[config.mk]
export PLATFORM = sky130hd
export DESIGN_NAME = indexed_circular_fifo_unit
export DESIGN_NICKNAME = d
export VERILOG_FILES = /design/src/ifcu_pkg.sv /design/src/ifcu_ram.sv /design/src/indexed_circular_fifo_unit.sv
export SDC_FILE = /design/constraint.sdc
export NUM_CORES = 1
export LEC_CHECK = 0
export BUFFER_PORTS_ARGS = -buffer_cell sky130_fd_sc_hd__buf_4
export CAP_MARGIN = 25
export CORE_UTILIZATION = 50
export DETAILED_ROUTE_END_ITERATION = 12
export PLACE_DENSITY = 0.67
export SYNTH_ARGS = -nofsm -noshare
export SYNTH_HDL_FRONTEND = slang
export SYNTH_SLANG_ARGS = --single-unit
[constraint.sdc]
create_clock -name aclk -period 15.9 [get_ports aclk]
set_input_delay 3.18 -clock aclk [delete_from_list [all_inputs] [get_ports aclk]]
set_output_delay 3.18 -clock aclk [all_outputs]
set_load 0.05 [all_outputs]
[src/ifcu_pkg.sv]
`timescale 1ns / 1ps

package ifcu_pkg;

    // request kinds
    typedef enum logic [1:0] {
        MODE_PUSH  = 2'd0,
        MODE_POP   = 2'd1,
        MODE_READ  = 2'd2,
        MODE_WRITE = 2'd3
    } mode_t;

    // result status codes
    typedef enum logic [1:0] {
        ST_OK    = 2'd0,
        ST_FULL  = 2'd1,
        ST_EMPTY = 2'd2,
        ST_RANGE = 2'd3
    } status_t;

    localparam int MODE_W   = 2;
    localparam int INDEX_W  = 4;
    localparam int DATA_W   = 32;
    localparam int STATUS_W = 2;
    localparam int CNT_W    = 5;
    // pointers hold any slot below the largest capacity the register can name
    localparam int PTR_W    = 5;

    localparam int S_TDATA_W = 40;
    localparam int M_TDATA_W = 40;

endpackage

[src/ifcu_ram.sv]
`timescale 1ns / 1ps

module ifcu_ram #(
    parameter int WIDTH = 32,
    parameter int DEPTH = 16
) (
    input  logic                     aclk,
    input  logic                     we,
    input  logic [$clog2(DEPTH)-1:0] waddr,
    input  logic [WIDTH-1:0]         wdata,
    input  logic                     re,
    input  logic [$clog2(DEPTH)-1:0] raddr,
    output logic [WIDTH-1:0]         rdata
);

    logic [WIDTH-1:0] mem_reg [DEPTH];
    logic [WIDTH-1:0] rdata_reg;

    always_ff @(posedge aclk) begin
        if (we) begin
            mem_reg[waddr] <= wdata;
        end
        // read data holds until the next read
        if (re) begin
            rdata_reg <= mem_reg[raddr];
        end
    end

    assign rdata = rdata_reg;

endmodule

[src/indexed_circular_fifo_unit.sv]
`timescale 1ns / 1ps

// Indexed circular FIFO. Each request beat on the s_ side carries a mode (push, pop, read at a
// logical index from the oldest entry, overwrite at a logical index) and returns exactly one
// result beat on the m_ side with the read data (zero unless a read succeeded), a status
// (ok, full on push, empty on pop, index at or past the fill count) and the fill count after
// the request. Requests that fail are ignored apart from their status. The block takes one
// beat per cycle when the consumer keeps up and no capacity write is pending; a result passes
// through a pipe stage, waiting on the RAM's registered read, and then the output register.
// A stalled result holds one request in flight behind it and then stops the input side.
// The capacity register sets the wrap point of head and tail: a write of 0 is taken as 1 and
// a value above DEPTH as DEPTH; every capacity write empties the FIFO but keeps slot contents.
// It is taken only when no request is in flight. Slot RAM is never cleared: only entries
// pushed since the last emptying are reachable, so no clearing pass follows reset.
module indexed_circular_fifo_unit #(
    parameter int DEPTH      = 16,
    parameter int DATA_WIDTH = 32
) (
    input  logic                           aclk,
    input  logic                           aresetn,

    // request beat: [1:0] mode, [5:2] index, [37:6] data_in, [39:38] zero
    input  logic                           s_tvalid,
    output logic                           s_tready,
    input  logic [ifcu_pkg::S_TDATA_W-1:0] s_tdata,

    // result beat: [31:0] data_out, [33:32] status, [38:34] fill_count, [39] zero
    output logic                           m_tvalid,
    input  logic                           m_tready,
    output logic [ifcu_pkg::M_TDATA_W-1:0] m_tdata,

    // capacity register write
    input  logic                           cfg_valid,
    output logic                           cfg_ready,
    input  logic [ifcu_pkg::CNT_W-1:0]     cfg_data
);

    localparam int AW = $clog2(DEPTH);
    localparam int PW = ifcu_pkg::PTR_W;
    localparam int CW = ifcu_pkg::CNT_W;

    // largest capacity the pointers can wrap at, and the capacity after reset
    localparam logic [CW-1:0] CAP_MAX = (DEPTH < 31) ? CW'(DEPTH) : CW'(31);
    localparam logic [CW-1:0] CAP_RST = (DEPTH < 16) ? CW'(DEPTH) : CW'(16);

    // head/tail/count state
    logic [PW-1:0] head_reg, head_next;
    logic [PW-1:0] tail_reg, tail_next;
    logic [CW-1:0] cnt_reg, cnt_next;
    logic [CW-1:0] cap_reg, cap_next;

    // stage between request and result: waits for the RAM read data
    logic                    p_valid_reg, p_valid_next;
    logic                    p_read_reg;
    ifcu_pkg::status_t       p_status_reg;
    logic [CW-1:0]           p_cnt_reg;

    // output register
    logic                                out_valid_reg, out_valid_next;
    logic [ifcu_pkg::DATA_W-1:0]         out_data_reg;
    ifcu_pkg::status_t                   out_status_reg;
    logic [CW-1:0]                       out_cnt_reg;

    // request fields
    ifcu_pkg::mode_t                     req_mode;
    logic [ifcu_pkg::INDEX_W-1:0]        req_index;
    logic [ifcu_pkg::DATA_W-1:0]         req_data;

    // per-request decode
    ifcu_pkg::status_t req_status;
    logic              req_read;
    logic              ram_we, ram_re;
    logic [PW-1:0]     ram_waddr, ram_raddr;
    logic [DATA_WIDTH-1:0] ram_rdata;

    logic s_acc, cfg_acc, p_move;
    logic [CW-1:0] cap_in;

    function automatic logic [PW-1:0] wrap_add(
        input logic [PW-1:0] base,
        input logic [PW-1:0] off,
        input logic [CW-1:0] cap
    );
        logic [PW:0] sum;
        sum = {1'b0, base} + {1'b0, off};
        if (sum >= (PW+1)'(cap)) begin
            sum = sum - (PW+1)'(cap);
        end
        return sum[PW-1:0];
    endfunction

    assign req_mode  = ifcu_pkg::mode_t'(s_tdata[1:0]);
    assign req_index = s_tdata[5:2];
    assign req_data  = s_tdata[37:6];

    // pipe stage drains when the output register is free or being taken
    assign p_move    = p_valid_reg && (!out_valid_reg || m_tready);
    // a pending capacity write holds requests off
    assign s_tready  = (!p_valid_reg || p_move) && !cfg_valid;
    assign s_acc     = s_tvalid && s_tready;
    assign cfg_ready = !p_valid_reg && !out_valid_reg;
    assign cfg_acc   = cfg_valid && cfg_ready;

    // clamp the written capacity into the usable range
    always_comb begin
        cap_in = cfg_data;
        if (cfg_data == '0) begin
            cap_in = CW'(1);
        end else if (cfg_data > CAP_MAX) begin
            cap_in = CAP_MAX;
        end
    end

    // request decode and pointer update
    always_comb begin
        head_next  = head_reg;
        tail_next  = tail_reg;
        cnt_next   = cnt_reg;
        cap_next   = cap_reg;
        req_status = ifcu_pkg::ST_OK;
        req_read   = 1'b0;
        ram_we     = 1'b0;
        ram_re     = 1'b0;
        ram_waddr  = tail_reg;
        ram_raddr  = wrap_add(head_reg, PW'(req_index), cap_reg);

        unique case (req_mode)
            ifcu_pkg::MODE_PUSH: begin
                if (cnt_reg >= cap_reg) begin
                    req_status = ifcu_pkg::ST_FULL;
                end else begin
                    ram_we    = s_acc;
                    tail_next = wrap_add(tail_reg, PW'(1), cap_reg);
                    cnt_next  = cnt_reg + CW'(1);
                end
            end
            ifcu_pkg::MODE_POP: begin
                if (cnt_reg == '0) begin
                    req_status = ifcu_pkg::ST_EMPTY;
                end else begin
                    head_next = wrap_add(head_reg, PW'(1), cap_reg);
                    cnt_next  = cnt_reg - CW'(1);
                end
            end
            ifcu_pkg::MODE_READ: begin
                if (CW'(req_index) >= cnt_reg) begin
                    req_status = ifcu_pkg::ST_RANGE;
                end else begin
                    req_read = 1'b1;
                    ram_re   = s_acc;
                end
            end
            ifcu_pkg::MODE_WRITE: begin
                if (CW'(req_index) >= cnt_reg) begin
                    req_status = ifcu_pkg::ST_RANGE;
                end else begin
                    ram_we    = s_acc;
                    ram_waddr = ram_raddr;
                end
            end
            default: begin
                req_status = ifcu_pkg::ST_OK;
            end
        endcase

        if (!s_acc) begin
            head_next = head_reg;
            tail_next = tail_reg;
            cnt_next  = cnt_reg;
        end
        // capacity write empties the fifo
        if (cfg_acc) begin
            cap_next  = cap_in;
            head_next = '0;
            tail_next = '0;
            cnt_next  = '0;
        end
    end

    always_comb begin
        p_valid_next = p_valid_reg;
        if (s_acc) begin
            p_valid_next = 1'b1;
        end else if (p_move) begin
            p_valid_next = 1'b0;
        end
        out_valid_next = out_valid_reg;
        if (p_move) begin
            out_valid_next = 1'b1;
        end else if (m_tready) begin
            out_valid_next = 1'b0;
        end
    end

    // control state
    always_ff @(posedge aclk) begin
        if (!aresetn) begin
            head_reg      <= '0;
            tail_reg      <= '0;
            cnt_reg       <= '0;
            cap_reg       <= CAP_RST;
            p_valid_reg   <= 1'b0;
            out_valid_reg <= 1'b0;
        end else begin
            head_reg      <= head_next;
            tail_reg      <= tail_next;
            cnt_reg       <= cnt_next;
            cap_reg       <= cap_next;
            p_valid_reg   <= p_valid_next;
            out_valid_reg <= out_valid_next;
        end
    end

    // payload
    always_ff @(posedge aclk) begin
        if (s_acc) begin
            p_read_reg   <= req_read;
            p_status_reg <= req_status;
            p_cnt_reg    <= cnt_next;
        end
        // ram read data is stable until the next accepted read
        if (p_move) begin
            out_data_reg   <= p_read_reg ? ifcu_pkg::DATA_W'(ram_rdata) : '0;
            out_status_reg <= p_status_reg;
            out_cnt_reg    <= p_cnt_reg;
        end
    end

    ifcu_ram #(
        .WIDTH (DATA_WIDTH),
        .DEPTH (DEPTH)
    ) u_slots (
        .aclk  (aclk),
        .we    (ram_we),
        .waddr (AW'(ram_waddr)),
        .wdata (DATA_WIDTH'(req_data)),
        .re    (ram_re),
        .raddr (AW'(ram_raddr)),
        .rdata (ram_rdata)
    );

    assign m_tvalid = out_valid_reg;
    assign m_tdata  = {1'b0, out_cnt_reg, out_status_reg, out_data_reg};

`ifndef SYNTH
    a_cnt_bound: assert property (@(posedge aclk) disable iff (!aresetn)
        cnt_reg <= cap_reg)
        else $error("fill count above capacity");

    a_ptr_bound: assert property (@(posedge aclk) disable iff (!aresetn)
        head_reg < cap_reg && tail_reg < cap_reg)
        else $error("pointer past wrap point");

    a_push_count: assert property (@(posedge aclk) disable iff (!aresetn)
        s_acc && req_mode == ifcu_pkg::MODE_PUSH && cnt_reg < cap_reg
        |=> cnt_reg == $past(cnt_reg) + CW'(1))
        else $error("push did not raise fill count");

    a_cfg_empty: assert property (@(posedge aclk) disable iff (!aresetn)
        cfg_acc |=> cnt_reg == '0 && head_reg == '0 && tail_reg == '0)
        else $error("capacity write did not empty fifo");
`endif

endmodule
==> flow_summary.json <==
{
  "via_per_inst": 5.72,
  "syn_nets": 1530,
  "synthArstFlopShare_pct": 0,
  "grt_first_pass_wirelength_mm": 79.2,
  "cp_max_fo": 65,
  "wirelength_mm": 53.5,
  "nets": 1660,
  "row_count": 80,
  "cp.depth": 14,
  "core_area_um2": 48100,
  "hpwl_mm": 28.7,
  "finalSetupViolations": 0,
  "crit_path_top_delay_cell": "buf_4",
  "avgSynthCellArea_um2": 17.1,
  "io_buffers": 89,
  "root_buffer": "clkbuf_16",
  "min_path_type": "reg -> reg",
  "rsz0062_at_grt": "no",
  "endpoint_kind": "register",
  "num_antenna_cells": 0,
  "gp_congestion": 0.831,
  "synth_edf_count": 591,
  "rrSetupSlack_ps": 10340,
  "grtUsageTotal_pct": 21.5,
  "cts_resized": 0,
  "critical_path_arrival_ps": 8160,
  "crit_chain": "buf_4 -> ha_1 -> fa_1 -> xnor2_1 -> inv_1 -> ha_1 -> nand2_1 -> o21ai_1 -> a221o_1 -> mux2_8 -> buf_4 -> mux2i_1 -> o22ai_1 -> or4_1",
  "cts_hold_buf": 0,
  "cap_violations": 0,
  "drive_gt1_share_pct": 15.3,
  "synth.largest_area_cell": "edfxtp_1",
  "ys_seq_area_share_pct": 74.0,
  "drc_errors": 0,
  "clkSinkCount": 613,
  "grt_pass1_vias": 12756,
  "antenna_found_initial": 2,
  "via_count": 13003,
  "grt_max_degree": 140,
  "worstHoldStart": "p_cnt_reg[0]$_DFFE_PP_",
  "finalPower_mw": 3.43,
  "grt_overflow": 0,
  "power_leakage_nw": 10.1,
  "synth_seq_cells": 613,
  "syn_area_um2": 24600,
  "die-area_um2": 50000,
  "die_x_um": 224,
  "r2r_start": "head_reg[0]$_SDFFE_PP0P_",
  "io_pins": 93,
  "final-max-slew-violation-count": 0,
  "path_delay_family": "buffers and inverters",
  "start_util_pct": 51.0,
  "post-route-util_pct": 58.3,
  "startpoint_type": "primary input",
  "synth_cell_type_count": 51,
  "critPathRequiredTime_ps": 16220,
  "r2r_cells": 13,
  "yosys_most_used_dff": "edfxtp_1",
  "netlist_instances": 1439,
  "critPathBufInv": 3,
  "clk_path_buf_depth": 3,
  "hold_viol": 0,
  "htreeDepth": 2,
  "hold_depth": 0,
  "cts_tree": "done",
  "crit_path_start": "s_tdata[2]",
  "tightest_slew_ps": 1130,
  "tns_ps": 0,
  "die_h_um": 224,
  "clkTransAtPathRegs_ps": 60,
  "p_per_area_nw_per_um2": 122,
  "firstDrtPassIters": 7,
  "area_growth_pct": 14.3,
  "wl_per_cell_um": 23.5,
  "clock_latency_ps": 610,
  "worst-setup-path-type": "in -> reg",
  "netlist.area_leader.share_pct": 72.2,
  "ir_drop_mv": 0.0885,
  "post-route-period-util_pct": 49.3,
  "drt_iter0_drc": 1373,
  "ys_warn_count": 0,
  "largest_reg_flops": 512,
  "numCtsBuffers": 61,
  "ant_nets": 0,
  "cts_setup_buffers": 0,
  "clock.fmax_ghz": 0.128,
  "fin_skew_ps": 16.4,
  "cpPeakStageDelay_ps": 900,
  "max_slew_margin_pct": 24.7,
  "fin_crit_ps": 7840,
  "synth.area.top_cells": "edfxtp_1 72%, mux2i_1 11%, o22ai_1 3.3%, ha_1 1.9%, dfxtp_1 1.8%",
  "outcome": "complete, no violations"
}
==> cell families (layout without fill, tap and decap cells) <==
kind of cell             Yosys count  in the layout  synth area share (%)
AND/OR/NAND/NOR                  187            187                  4.19
adder cells (fa/ha/maj)           41             41                  2.21
AO/OA/AOI/OAI                    222            222                  5.84
multiplexers                     274            274                  11.2
XOR/XNOR                          16             16                 0.570
buffers and inverters             85            264                  1.95
other                              1              1                0.0153
flip-flops                       613            613                  74.0
==> Yosys cell counts, types with 22 or more instances <==
master,n
a21oi_1,27
dfxtp_1,22
o22ai_1,129
nor3_1,26
nor2_1,32
and2_1,39
or4_1,32
nand2_1,27
ha_1,37
clkbuf_1,28
edfxtp_1,591
mux2i_1,269
==> routing by layer <==
layer	vias to the layer above	routed length (µm)	global-route usage, %
li1	5972	-	-
met1	6543	23200	29.8
met2	381	25900	35.5
met3	105	2940	2.77
met4	2	1410	6.94
met5	-	14	0
==> area by class of cell <==
class / instances / area, µm²
flip-flops and latches: 613 / 18200
inverters: 21 / 78.8
repair buffers: 131 / 1000
well taps: 656 / 821
clock inverters: 43 / 407
fillers: 3610 / 20100
clock buffers: 69 / 1580
multi-input cells: 741 / 6000
==> path summary, 6_finish.rpt <==
path / endpoint
worst max register to register: u_slots.rdata[8]$_DFFE_PP_
worst min register to register: out_cnt_reg[0]$_DFFE_PP_
worst max-delay path: u_slots.rdata[8]$_DFFE_PP_
worst min-delay path: out_cnt_reg[0]$_DFFE_PP_
==> placed cells by master, fill, tap and decap left out, drive strengths merged, types with 6 or more instances in the layout <==
cell type	instances
nor2	32
o21ai	10
nor3	26
clkinvlp	6
o22ai	129
nand2	27
clkinv	30
edfxtp	591
a21oi	27
a21o	18
clkbuf	69
or4	32
dfxtp	22
buf	131
xor2	8
bufinv	7
nor2b	9
nand2b	6
a21boi	7
nand3	7
xnor2	8
and2	39
mux2i	269
ha	37
a211oi	6
inv	21
==> power by group <==
part	internal (mW)	switching, mW	leakage, nW	total (mW)
logic	0.0906	0.144	3.60	0.235
registers	1.78	0.00284	5.51	1.78
clock network	0.823	0.592	0.960	1.42
total	2.69	0.739	10.1	3.43
==> stage by stage <==
step	hold slack, ps	cell area (µm²)	setup slack (ps)	instances
3_5_place_dp	406	26100	7290	2159
5_1_grt	434	28100	7790	2274
4_1_cts	421	28000	7880	2271
6_report	418	28100	8060	2274
3_3_place_gp	403	26100	7460	2159
2_1_floorplan	400	24600	7060	1439
Power figures use the tool's default switching activity.
